## config.mk

```make
export PLATFORM = sky130hd
export DESIGN_NAME = hill_key_recovery_and_decrypt
export DESIGN_NICKNAME = d
export VERILOG_FILES = /design/src/rtl/hkrd_pkg.sv /design/src/rtl/hkrd_ctrl.sv /design/src/rtl/hkrd_datapath.sv /design/src/rtl/hill_key_recovery_and_decrypt.sv
export SDC_FILE = /design/constraint.sdc
export NUM_CORES = 1
export LEC_CHECK = 0
export BUFFER_PORTS_ARGS = -buffer_cell sky130_fd_sc_hd__buf_2
export CAP_MARGIN = 20
export CELL_PAD_IN_SITES_DETAIL_PLACEMENT = 0
export CELL_PAD_IN_SITES_GLOBAL_PLACEMENT = 2
export CORE_ASPECT_RATIO = 0.75
export CORE_MARGIN = 5
export CORE_UTILIZATION = 35
export DETAILED_ROUTE_END_ITERATION = 12
export PLACE_DENSITY_LB_ADDON = 0.1
export REMOVE_ABC_BUFFERS = 1
export SETUP_SLACK_MARGIN = 0.4
export SYNTH_ARGS = -nofsm -noshare
export SYNTH_HDL_FRONTEND = slang
export SYNTH_SLANG_ARGS = --single-unit
```

## constraint.sdc

```tcl
create_clock -name clk_i -period 6.9 [get_ports clk_i]
set_clock_uncertainty 0.1 [all_clocks]
set_input_delay 1.035 -clock clk_i [delete_from_list [all_inputs] [get_ports clk_i]]
set_output_delay 1.035 -clock clk_i [all_outputs]
set_load 0.01 [all_outputs]
```

## src/rtl/hkrd_pkg.sv

```systemverilog
// ----------------------------------------------------------------------------
// hkrd_pkg
// Shared types, command and status structs, and mod-26 helper functions for
// the 2x2 Hill cipher key recovery and decrypt block.
// ----------------------------------------------------------------------------
package hkrd_pkg;

  localparam int unsigned SymW  = 5;
  localparam int unsigned SumW  = 11;
  localparam int unsigned Lanes = 4;

  localparam logic [SymW-1:0] Modulus = 5'd26;

  localparam logic [1:0] StatusOk       = 2'd0;
  localparam logic [1:0] StatusSingular = 2'd1;
  localparam logic [1:0] StatusNoKeyInv = 2'd2;

  typedef enum logic [2:0] {
    OP_DETP = 3'd0,
    OP_PINV = 3'd1,
    OP_KMAT = 3'd2,
    OP_DETK = 3'd3,
    OP_KINV = 3'd4,
    OP_DEC  = 3'd5
  } hkrd_op_e;

  typedef struct packed {
    hkrd_op_e op;
    logic     in_load;
    logic     mul_en;
    logic     red_en;
    logic     out_load;
  } hkrd_cmd_t;

  typedef struct packed {
    logic out_stall;
  } hkrd_sts_t;

  // Brings a 5-bit symbol into 0..25.
  function automatic logic [SymW-1:0] red26(input logic [SymW-1:0] x);
    red26 = (x >= Modulus) ? x - Modulus : x;
  endfunction

  // Additive inverse of a residue already in 0..25.
  function automatic logic [SymW-1:0] neg26(input logic [SymW-1:0] x);
    neg26 = (x == '0) ? '0 : Modulus - x;
  endfunction

  // Remainder by 26 of a sum up to 1250, through a reciprocal multiply.
  function automatic logic [SymW-1:0] mod26(input logic [SumW-1:0] v);
    logic [22:0]     prod;
    logic [5:0]      quot;
    logic [SumW-1:0] qm;
    prod = 23'(v) * 23'd2521;
    quot = prod[21:16];
    qm   = SumW'(quot) * SumW'(Modulus);
    mod26 = SymW'(v - qm);
  endfunction

  // Multiplicative inverse mod 26; zero when none exists.
  function automatic logic [SymW-1:0] inv26(input logic [SymW-1:0] x);
    case (x)
      5'd1:    inv26 = 5'd1;
      5'd3:    inv26 = 5'd9;
      5'd5:    inv26 = 5'd21;
      5'd7:    inv26 = 5'd15;
      5'd9:    inv26 = 5'd3;
      5'd11:   inv26 = 5'd19;
      5'd15:   inv26 = 5'd7;
      5'd17:   inv26 = 5'd23;
      5'd19:   inv26 = 5'd11;
      5'd21:   inv26 = 5'd5;
      5'd23:   inv26 = 5'd17;
      5'd25:   inv26 = 5'd25;
      default: inv26 = 5'd0;
    endcase
  endfunction

endpackage

```

## src/rtl/hkrd_ctrl.sv

```systemverilog
// ----------------------------------------------------------------------------
// hkrd_ctrl
// Sequencer that steps the shared multiply-reduce lanes through key recovery
// or decryption and hands the result to the output register.
// ----------------------------------------------------------------------------
module hkrd_ctrl (
  input  logic                 clk_i,
  input  logic                 rst_ni,
  input  logic                 in_valid_i,
  input  logic                 func_i,
  output logic                 in_ready_o,
  input  hkrd_pkg::hkrd_sts_t  sts_i,
  output hkrd_pkg::hkrd_cmd_t  cmd_o
);

  typedef enum logic [13:0] {
    ST_IDLE   = 14'b00000000000001,
    ST_DETP_M = 14'b00000000000010,
    ST_DETP_R = 14'b00000000000100,
    ST_PINV_M = 14'b00000000001000,
    ST_PINV_R = 14'b00000000010000,
    ST_KMAT_M = 14'b00000000100000,
    ST_KMAT_R = 14'b00000001000000,
    ST_DETK_M = 14'b00000010000000,
    ST_DETK_R = 14'b00000100000000,
    ST_KINV_M = 14'b00001000000000,
    ST_KINV_R = 14'b00010000000000,
    ST_DEC_M  = 14'b00100000000000,
    ST_DEC_R  = 14'b01000000000000,
    ST_DONE   = 14'b10000000000000
  } state_e;

  state_e state_q, state_d;

  assign in_ready_o = (state_q == ST_IDLE);

  always_comb begin
    state_d          = state_q;
    cmd_o.op         = hkrd_pkg::OP_DETP;
    cmd_o.in_load    = 1'b0;
    cmd_o.mul_en     = 1'b0;
    cmd_o.red_en     = 1'b0;
    cmd_o.out_load   = 1'b0;
    unique case (state_q)
      ST_IDLE: begin
        if (in_valid_i) begin
          cmd_o.in_load = 1'b1;
          state_d = func_i ? ST_DEC_M : ST_DETP_M;
        end
      end
      ST_DETP_M: begin
        cmd_o.op = hkrd_pkg::OP_DETP;
        cmd_o.mul_en = 1'b1;
        state_d = ST_DETP_R;
      end
      ST_DETP_R: begin
        cmd_o.red_en = 1'b1;
        state_d = ST_PINV_M;
      end
      ST_PINV_M: begin
        cmd_o.op = hkrd_pkg::OP_PINV;
        cmd_o.mul_en = 1'b1;
        state_d = ST_PINV_R;
      end
      ST_PINV_R: begin
        cmd_o.red_en = 1'b1;
        state_d = ST_KMAT_M;
      end
      ST_KMAT_M: begin
        cmd_o.op = hkrd_pkg::OP_KMAT;
        cmd_o.mul_en = 1'b1;
        state_d = ST_KMAT_R;
      end
      ST_KMAT_R: begin
        cmd_o.red_en = 1'b1;
        state_d = ST_DETK_M;
      end
      ST_DETK_M: begin
        cmd_o.op = hkrd_pkg::OP_DETK;
        cmd_o.mul_en = 1'b1;
        state_d = ST_DETK_R;
      end
      ST_DETK_R: begin
        cmd_o.red_en = 1'b1;
        state_d = ST_KINV_M;
      end
      ST_KINV_M: begin
        cmd_o.op = hkrd_pkg::OP_KINV;
        cmd_o.mul_en = 1'b1;
        state_d = ST_KINV_R;
      end
      ST_KINV_R: begin
        cmd_o.red_en = 1'b1;
        state_d = ST_DONE;
      end
      ST_DEC_M: begin
        cmd_o.op = hkrd_pkg::OP_DEC;
        cmd_o.mul_en = 1'b1;
        state_d = ST_DEC_R;
      end
      ST_DEC_R: begin
        cmd_o.red_en = 1'b1;
        state_d = ST_DONE;
      end
      ST_DONE: begin
        if (!sts_i.out_stall) begin
          cmd_o.out_load = 1'b1;
          state_d = ST_IDLE;
        end
      end
      default: state_d = ST_IDLE;
    endcase
  end

  always_ff @(posedge clk_i or negedge rst_ni) begin
    if (!rst_ni) begin
      state_q <= ST_IDLE;
    end else begin
      state_q <= state_d;
    end
  end

endmodule

```

## src/rtl/hkrd_datapath.sv

```systemverilog
// ----------------------------------------------------------------------------
// hkrd_datapath
// Operand registers, four multiply-accumulate lanes with a mod-26 reduction
// stage, the stored inverse key and the output register.
// ----------------------------------------------------------------------------
module hkrd_datapath (
  input  logic                 clk_i,
  input  logic                 rst_ni,
  input  hkrd_pkg::hkrd_cmd_t  cmd_i,
  output hkrd_pkg::hkrd_sts_t  sts_o,
  input  logic                 func_i,
  input  logic [4:0]           p0_i,
  input  logic [4:0]           p1_i,
  input  logic [4:0]           p2_i,
  input  logic [4:0]           p3_i,
  input  logic [4:0]           c0_i,
  input  logic [4:0]           c1_i,
  input  logic [4:0]           c2_i,
  input  logic [4:0]           c3_i,
  input  logic                 out_ready_i,
  output logic                 out_valid_o,
  output logic [4:0]           key00_o,
  output logic [4:0]           key01_o,
  output logic [4:0]           key10_o,
  output logic [4:0]           key11_o,
  output logic [4:0]           plain0_o,
  output logic [4:0]           plain1_o,
  output logic [1:0]           status_o
);

  localparam int unsigned W  = hkrd_pkg::SymW;
  localparam int unsigned SW = hkrd_pkg::SumW;
  localparam int unsigned L  = hkrd_pkg::Lanes;

  logic          func_q;
  logic [W-1:0]  pm_q [L];
  logic [W-1:0]  cm_q [L];
  logic [W-1:0]  kmat_q [L];
  logic [W-1:0]  res_q [L];
  logic [SW-1:0] sum_q [L];
  logic [W-1:0]  kinv_q [L];
  logic          kvalid_q;
  logic          psing_q;
  logic          kok_q;

  logic [W-1:0]  x0 [L];
  logic [W-1:0]  y0 [L];
  logic [W-1:0]  x1 [L];
  logic [W-1:0]  y1 [L];
  logic [W-1:0]  di;

  logic          out_valid_q;
  logic [W-1:0]  key_q [L];
  logic [W-1:0]  plain0_q, plain1_q;
  logic [1:0]    status_q;
  logic [1:0]    status_d;

  assign di = hkrd_pkg::inv26(res_q[0]);

  always_comb begin
    for (int i = 0; i < L; i++) begin
      x0[i] = '0;
      y0[i] = '0;
      x1[i] = '0;
      y1[i] = '0;
    end
    case (cmd_i.op)
      hkrd_pkg::OP_DETP: begin
        x0[0] = pm_q[0];
        y0[0] = pm_q[3];
        x1[0] = hkrd_pkg::neg26(pm_q[1]);
        y1[0] = pm_q[2];
      end
      hkrd_pkg::OP_PINV: begin
        x0[0] = pm_q[3];
        x0[1] = hkrd_pkg::neg26(pm_q[1]);
        x0[2] = hkrd_pkg::neg26(pm_q[2]);
        x0[3] = pm_q[0];
        for (int i = 0; i < L; i++) y0[i] = di;
      end
      hkrd_pkg::OP_KMAT: begin
        x0[0] = cm_q[0]; y0[0] = res_q[0]; x1[0] = cm_q[1]; y1[0] = res_q[2];
        x0[1] = cm_q[0]; y0[1] = res_q[1]; x1[1] = cm_q[1]; y1[1] = res_q[3];
        x0[2] = cm_q[2]; y0[2] = res_q[0]; x1[2] = cm_q[3]; y1[2] = res_q[2];
        x0[3] = cm_q[2]; y0[3] = res_q[1]; x1[3] = cm_q[3]; y1[3] = res_q[3];
      end
      hkrd_pkg::OP_DETK: begin
        x0[0] = res_q[0];
        y0[0] = res_q[3];
        x1[0] = hkrd_pkg::neg26(res_q[1]);
        y1[0] = res_q[2];
      end
      hkrd_pkg::OP_KINV: begin
        x0[0] = kmat_q[3];
        x0[1] = hkrd_pkg::neg26(kmat_q[1]);
        x0[2] = hkrd_pkg::neg26(kmat_q[2]);
        x0[3] = kmat_q[0];
        for (int i = 0; i < L; i++) y0[i] = di;
      end
      hkrd_pkg::OP_DEC: begin
        x0[0] = kinv_q[0]; y0[0] = cm_q[0]; x1[0] = kinv_q[1]; y1[0] = cm_q[1];
        x0[1] = kinv_q[2]; y0[1] = cm_q[0]; x1[1] = kinv_q[3]; y1[1] = cm_q[1];
      end
      default: begin
      end
    endcase
  end

  always_ff @(posedge clk_i) begin
    if (cmd_i.in_load) begin
      func_q   <= func_i;
      pm_q[0]  <= hkrd_pkg::red26(p0_i);
      pm_q[1]  <= hkrd_pkg::red26(p1_i);
      pm_q[2]  <= hkrd_pkg::red26(p2_i);
      pm_q[3]  <= hkrd_pkg::red26(p3_i);
      cm_q[0]  <= hkrd_pkg::red26(c0_i);
      cm_q[1]  <= hkrd_pkg::red26(c1_i);
      cm_q[2]  <= hkrd_pkg::red26(c2_i);
      cm_q[3]  <= hkrd_pkg::red26(c3_i);
    end
    if (cmd_i.mul_en) begin
      for (int i = 0; i < L; i++) begin
        sum_q[i] <= SW'(x0[i]) * SW'(y0[i]) + SW'(x1[i]) * SW'(y1[i]);
      end
    end
    if (cmd_i.red_en) begin
      for (int i = 0; i < L; i++) begin
        res_q[i] <= hkrd_pkg::mod26(sum_q[i]);
      end
    end
    if (cmd_i.mul_en && (cmd_i.op == hkrd_pkg::OP_PINV)) begin
      psing_q <= (di == '0);
    end
    if (cmd_i.mul_en && (cmd_i.op == hkrd_pkg::OP_DETK)) begin
      for (int i = 0; i < L; i++) kmat_q[i] <= res_q[i];
    end
    if (cmd_i.mul_en && (cmd_i.op == hkrd_pkg::OP_KINV)) begin
      kok_q <= (di != '0);
    end
  end

  always_comb begin
    if (func_q) begin
      status_d = kvalid_q ? hkrd_pkg::StatusOk : hkrd_pkg::StatusNoKeyInv;
    end else if (psing_q) begin
      status_d = hkrd_pkg::StatusSingular;
    end else if (!kok_q) begin
      status_d = hkrd_pkg::StatusNoKeyInv;
    end else begin
      status_d = hkrd_pkg::StatusOk;
    end
  end

  always_ff @(posedge clk_i or negedge rst_ni) begin
    if (!rst_ni) begin
      kvalid_q <= 1'b0;
      for (int i = 0; i < L; i++) kinv_q[i] <= '0;
    end else if (cmd_i.out_load && !func_q) begin
      kvalid_q <= kok_q;
      for (int i = 0; i < L; i++) kinv_q[i] <= res_q[i];
    end
  end

  always_ff @(posedge clk_i or negedge rst_ni) begin
    if (!rst_ni) begin
      out_valid_q <= 1'b0;
    end else if (cmd_i.out_load) begin
      out_valid_q <= 1'b1;
    end else if (out_ready_i) begin
      out_valid_q <= 1'b0;
    end
  end

  always_ff @(posedge clk_i) begin
    if (cmd_i.out_load) begin
      for (int i = 0; i < L; i++) key_q[i] <= func_q ? '0 : kmat_q[i];
      plain0_q <= func_q ? res_q[0] : '0;
      plain1_q <= func_q ? res_q[1] : '0;
      status_q <= status_d;
    end
  end

  assign sts_o.out_stall = out_valid_q && !out_ready_i;

  assign out_valid_o = out_valid_q;
  assign key00_o     = key_q[0];
  assign key01_o     = key_q[1];
  assign key10_o     = key_q[2];
  assign key11_o     = key_q[3];
  assign plain0_o    = plain0_q;
  assign plain1_o    = plain1_q;
  assign status_o    = status_q;

endmodule

```

## src/rtl/hill_key_recovery_and_decrypt.sv

```systemverilog
// ----------------------------------------------------------------------------
// hill_key_recovery_and_decrypt
// 2x2 Hill cipher over mod 26: key recovery from a known pair and decryption
// with the stored inverse key.
// ----------------------------------------------------------------------------
// The input channel carries one transaction per item: func_i selects key
// recovery (0) from p0..p3 and c0..c3, or decryption (1) of the pair c0, c1.
// The output channel returns one transaction per item with the key, the
// plaintext pair and a status code.
// A recovery item is stepped through determinant and inverse steps for the
// plaintext, a product step that forms the key, and determinant and inverse
// steps for the key; a decrypt item takes one product step. A sequencer steps
// one bank of four multiply-add lanes, each followed by a mod-26 reduction
// stage, through these steps, each a multiply state then a reduce state, and
// then loads the output register, after which a new item can be accepted.
// Items are handled one at a time; in_ready_o is high whenever no item is in
// work, including while a finished result waits in the output register.
// If the receiver stalls, the next item's result is held back until the
// pending transaction is taken, and no new item is accepted meanwhile.
// Reset clears the stored inverse key to zeros and marks it not invertible,
// so a decrypt before any recovery returns zeros with status 2.
// ----------------------------------------------------------------------------
module hill_key_recovery_and_decrypt (
  input  logic       clk_i,
  input  logic       rst_ni,
  input  logic       in_valid_i,
  output logic       in_ready_o,
  input  logic       func_i,
  input  logic [4:0] p0_i,
  input  logic [4:0] p1_i,
  input  logic [4:0] p2_i,
  input  logic [4:0] p3_i,
  input  logic [4:0] c0_i,
  input  logic [4:0] c1_i,
  input  logic [4:0] c2_i,
  input  logic [4:0] c3_i,
  output logic       out_valid_o,
  input  logic       out_ready_i,
  output logic [4:0] key00_o,
  output logic [4:0] key01_o,
  output logic [4:0] key10_o,
  output logic [4:0] key11_o,
  output logic [4:0] plain0_o,
  output logic [4:0] plain1_o,
  output logic [1:0] status_o
);

  hkrd_pkg::hkrd_cmd_t cmd;
  hkrd_pkg::hkrd_sts_t sts;

  hkrd_ctrl u_ctrl (
    .clk_i      (clk_i),
    .rst_ni     (rst_ni),
    .in_valid_i (in_valid_i),
    .func_i     (func_i),
    .in_ready_o (in_ready_o),
    .sts_i      (sts),
    .cmd_o      (cmd)
  );

  hkrd_datapath u_datapath (
    .clk_i       (clk_i),
    .rst_ni      (rst_ni),
    .cmd_i       (cmd),
    .sts_o       (sts),
    .func_i      (func_i),
    .p0_i        (p0_i),
    .p1_i        (p1_i),
    .p2_i        (p2_i),
    .p3_i        (p3_i),
    .c0_i        (c0_i),
    .c1_i        (c1_i),
    .c2_i        (c2_i),
    .c3_i        (c3_i),
    .out_ready_i (out_ready_i),
    .out_valid_o (out_valid_o),
    .key00_o     (key00_o),
    .key01_o     (key01_o),
    .key10_o     (key10_o),
    .key11_o     (key11_o),
    .plain0_o    (plain0_o),
    .plain1_o    (plain1_o),
    .status_o    (status_o)
  );

endmodule

```

==> impl_metrics.tcl <==
set metrics [dict create \
    result_of_the_run "finished, final reports clean" \
    synth.top_cell.area_share 0.2238 \
    area_growth_pct 19.00 \
    timing.final.max_slew_violations 0 \
    port-buffer-count 78 \
    floorplan.io_pins 79 \
    setup_crit_start_kind "register" \
    synth_top_cell_by_area "sky130_fd_sc_hd__fa_1" \
    fp.dieH_um 238.3 \
    seq_area_frac_synth 0.2333 \
    ys_top_cells_by_area "sky130_fd_sc_hd__fa_1 (22%), sky130_fd_sc_hd__ha_1 (20%), sky130_fd_sc_hd__edfxtp_1 (20%)" \
    postSynthRegisterBits 195 \
    nFillCells 6691 \
    dpl.cell_count 3504 \
    setup_repair_after_global_routing_missed_its_margin "yes" \
    synth-edff-count 159 \
    diodes_inserted 0 \
    synthesized_area_fraction_occupied_by_adder_cells 0.4285 \
    grt_first_pass_wirelength_mm 109.1 \
    avgSynthCellArea_sq_um 10.26 \
    synthesis.instances 2371 \
    synthesis.area_sq_um 24330 \
    muxShareOfSynthArea 0.01260 \
    track_usage 0.1900 \
    worstHoldStart "u_datapath.kinv_q[1]" \
    hold_depth 1 \
    post_synth_xor_area_fraction 0.03404 \
    fin_nets 3371 \
    clock_tree.htree_level_count 4 \
    ys.warnings.count 0 \
    ys_dominant_reg_cell "sky130_fd_sc_hd__edfxtp_1" \
    globalplace.congestion 0.8600 \
    clock_tree_from_tritoncts "done" \
    synth.lib_cells_used.distinct 91 \
    fp-row-count 83 \
    synth_async_sr_flop_share 0.1846 \
    initial_core_utilization 0.3544 \
    maximum_buffer_depth_of_the_clock_tree 2 \
    synth_common_cells "sky130_fd_sc_hd__inv_1 (457), sky130_fd_sc_hd__ha_1 (398), sky130_fd_sc_hd__fa_1 (272)" \
    synth_top_family_by_area "adder cells" \
    endpoint_kind "register" \
    cp_data_required_time_ns 7.06 \
    synth_compound_gate_area_share 0.1052 \
    drt_iter0_markers 1154 \
    start_to_end_type_of_the_worst_setup_path "register to register" \
    final_util 0.4218 \
    clock-sinks 195 \
    antenna_left 0 \
    clk-insertion-delay-late_ns 0.50 \
    route.final.wire_length_mm 69.69 \
    final_setup_violation_count 0 \
    die_area_sq_um 74940 \
    vias_in_the_first_global_route 18428 \
    fin_crit_sh 0.9668 \
    reg2reg_from "u_ctrl.state_q[4]" \
    register_to_register_setup_slack_ns 0.23 \
    dr.pass1.iters 5 \
    postCtsHoldBufs 0 \
    post_route_cells_drive_above_1_share 0.2098 \
    timing.max_slew.rel_slack 0.2247 \
    dieWidth_um 314.4 \
    final_critical_path_required_period_ns 6.671 \
    drc 0 \
    timing.reg2reg.worst_path_depth 27 \
    grt-ovfl-total 0 \
    dr_total_vias 17879 \
    routed_wire_length_per_instance_um 19.34 \
    dpl.hpwl_mm 58.38 \
    max_freq_ghz 0.1499 \
    cts.root.buffer_cell "sky130_fd_sc_hd__clkbuf_16" \
    whs_endpoint "u_datapath.kinv_q[1]" \
    timing_worst_slew_pin_value_ns 1.163 \
    fin_cells 3604 \
    avgViaCountPerCell 4.961 \
    cp_data_arrival_time_ns 6.83 \
    crit_fanout 6 \
    grt_antenna_before_repair 2 \
    cts.clk_slew.worst_paths_ns 0.09 \
    yosysMostFrequentCell "sky130_fd_sc_hd__inv_1" \
    floorplan.core_area_sq_um 68640 \
    grt_max_degree 37 \
    cts_inserted_buffers 17 \
    final_hold_viol_count 0 \
    worstHoldPathType "register to register" \
    timing.max_cap.violations 0 \
    synthSimpleGateAreaFrac 0.1031 \
    worstReg2RegEnd "u_datapath.sum_q[0][8]" \
]
## state kept, by name, indices dropped and copies added, names as in the netlist, 2 cells and up
name                 flops
u_datapath.res_q        20
u_datapath.cm_q         20
u_datapath.kinv_q       20
u_datapath.key_q        20
u_datapath.sum_q        44
u_datapath.kmat_q       20
u_ctrl.state_q          14
u_datapath.pm_q         20
u_datapath.plain1_o      5
u_datapath.status_o      2
u_datapath.plain0_o      5
## routing by layer
| layer | routed length (um) | vias up | global-route usage |
|---|---|---|---|
| li1 | - | 8570 | - |
| met1 | 37460 | 8870 | 0.3056 |
| met2 | 27500 | 378 | 0.2583 |
| met3 | 3552 | 61 | 0.03942 |
| met4 | 1172 | 0 | 0.04208 |
| met5 | 0 | - | 0 |
## timing repair
action	4_1_cts	5_1_grt
gates resized for setup	63	126
pin swaps	65	68
endpoints found under the hold margin	0	0
endpoints found under the setup margin	19	24
setup buffers	28	40
gates cloned	0	0
## worst max path at each step
| stage | from | slack, ns | endpoint |
|---|---|---|---|
| 2_1_floorplan | u_ctrl.state_q[9] | -2.10 | u_datapath.sum_q[0][10] |
| 3_3_place_gp | u_ctrl.state_q[8] | 0.01 | u_datapath.sum_q[0][10] |
| 3_5_place_dp | u_ctrl.state_q[8] | -0.08 | u_datapath.sum_q[0][10] |
| 4_1_cts | u_ctrl.state_q[6] | 0.21 | u_datapath.sum_q[0][10] |
| 5_1_grt | u_ctrl.state_q[13] | 0.0002 | u_datapath.sum_q[0][8] |
| 6_report | u_ctrl.state_q[4] | 0.23 | u_datapath.sum_q[0][8] |
## final cells by class
class / count / area [sq um] / area share
clock buffer: 17 / 425.4 / 0.01469
clock inverter: 15 / 188.9 / 0.006526
inverter: 459 / 1748 / 0.06037
multi-input combinational: 1658 / 17300 / 0.5976
sequential: 195 / 5679 / 0.1962
tap: 935 / 1170 / 0.04041
timing repair buffer: 325 / 2439 / 0.08423
## cells in the final DEF (no fill, tap or decap), types with 18 or more instances in the layout
cell / synthesis / routed
sky130_fd_sc_hd__buf_2: 13 / 78
sky130_fd_sc_hd__xnor2_1: 65 / 57
sky130_fd_sc_hd__nand2_1: 75 / 70
sky130_fd_sc_hd__a21oi_2: 3 / 27
sky130_fd_sc_hd__o21ai_0: 85 / 78
sky130_fd_sc_hd__nand3_1: 40 / 38
sky130_fd_sc_hd__edfxtp_1: 159 / 159
sky130_fd_sc_hd__fa_1: 272 / 272
sky130_fd_sc_hd__mux2_2: 20 / 20
sky130_fd_sc_hd__xor2_1: 27 / 25
sky130_fd_sc_hd__ha_1: 398 / 388
sky130_fd_sc_hd__and2_1: 22 / 18
sky130_fd_sc_hd__a22oi_1: 19 / 19
sky130_fd_sc_hd__a21oi_1: 134 / 105
sky130_fd_sc_hd__nand2b_1: 22 / 18
sky130_fd_sc_hd__dfrtp_1: 35 / 33
sky130_fd_sc_hd__inv_1: 457 / 436
sky130_fd_sc_hd__and3_1: 38 / 37
sky130_fd_sc_hd__buf_4: 9 / 218
sky130_fd_sc_hd__nor2b_1: 24 / 24
sky130_fd_sc_hd__nor3_1: 29 / 25
sky130_fd_sc_hd__nor2_1: 130 / 120
sky130_fd_sc_hd__inv_2: 0 / 21
## logic make-up after synthesis
logic type / after synthesis
flip-flops: 195
buffers and inverters: 518
AND/OR/NAND/NOR: 467
multiplexers: 28
adder cells (fa/ha/maj): 670
XOR/XNOR: 93
AO/OA/AOI/OAI: 400
## metrics by stage
step	worst slack (ns)	setup TNS (ns)	hold WS [ns]	cell area (sq um)
detailed placement	-0.08442	-0.1810	0.3889	27050
global placement	0.01386	0	0.3860	27050
floorplan	-2.100	-13.76	0.3721	24030
finish	0.2292	0	0.4139	28950
CTS	0.2099	0	0.4090	28150
global route	0.0002252	0	0.4184	28950
## critical path: stages, from the launching register on
cell and delay (ns):
sky130_fd_sc_hd__dfrtp_1 0.39, sky130_fd_sc_hd__or4_4 0.58, sky130_fd_sc_hd__nor4b_4 0.31, sky130_fd_sc_hd__nand4b_4 0.20, sky130_fd_sc_hd__clkinv_8 0.12, sky130_fd_sc_hd__buf_8 0.13
sky130_fd_sc_hd__buf_4 0.10, sky130_fd_sc_hd__a22oi_1 0.09, sky130_fd_sc_hd__nand3_2 0.12, sky130_fd_sc_hd__nor2_1 0.06, sky130_fd_sc_hd__or3_4 0.39, sky130_fd_sc_hd__fa_1 0.54
sky130_fd_sc_hd__fa_1 0.54, sky130_fd_sc_hd__inv_2 0.04, sky130_fd_sc_hd__fa_1 0.45, sky130_fd_sc_hd__fa_1 0.49, sky130_fd_sc_hd__inv_1 0.05, sky130_fd_sc_hd__fa_1 0.49
sky130_fd_sc_hd__inv_2 0.05, sky130_fd_sc_hd__ha_4 0.26, sky130_fd_sc_hd__inv_2 0.04, sky130_fd_sc_hd__o21bai_1 0.17, sky130_fd_sc_hd__a21oi_2 0.08, sky130_fd_sc_hd__o21bai_1 0.19
sky130_fd_sc_hd__a21oi_2 0.10, sky130_fd_sc_hd__buf_4 0.14, sky130_fd_sc_hd__buf_6 0.11, sky130_fd_sc_hd__xnor2_2 0.11
Power is not shown: default switching activity piles up to over one toggle a cycle in this logic, so the estimate is an artifact.
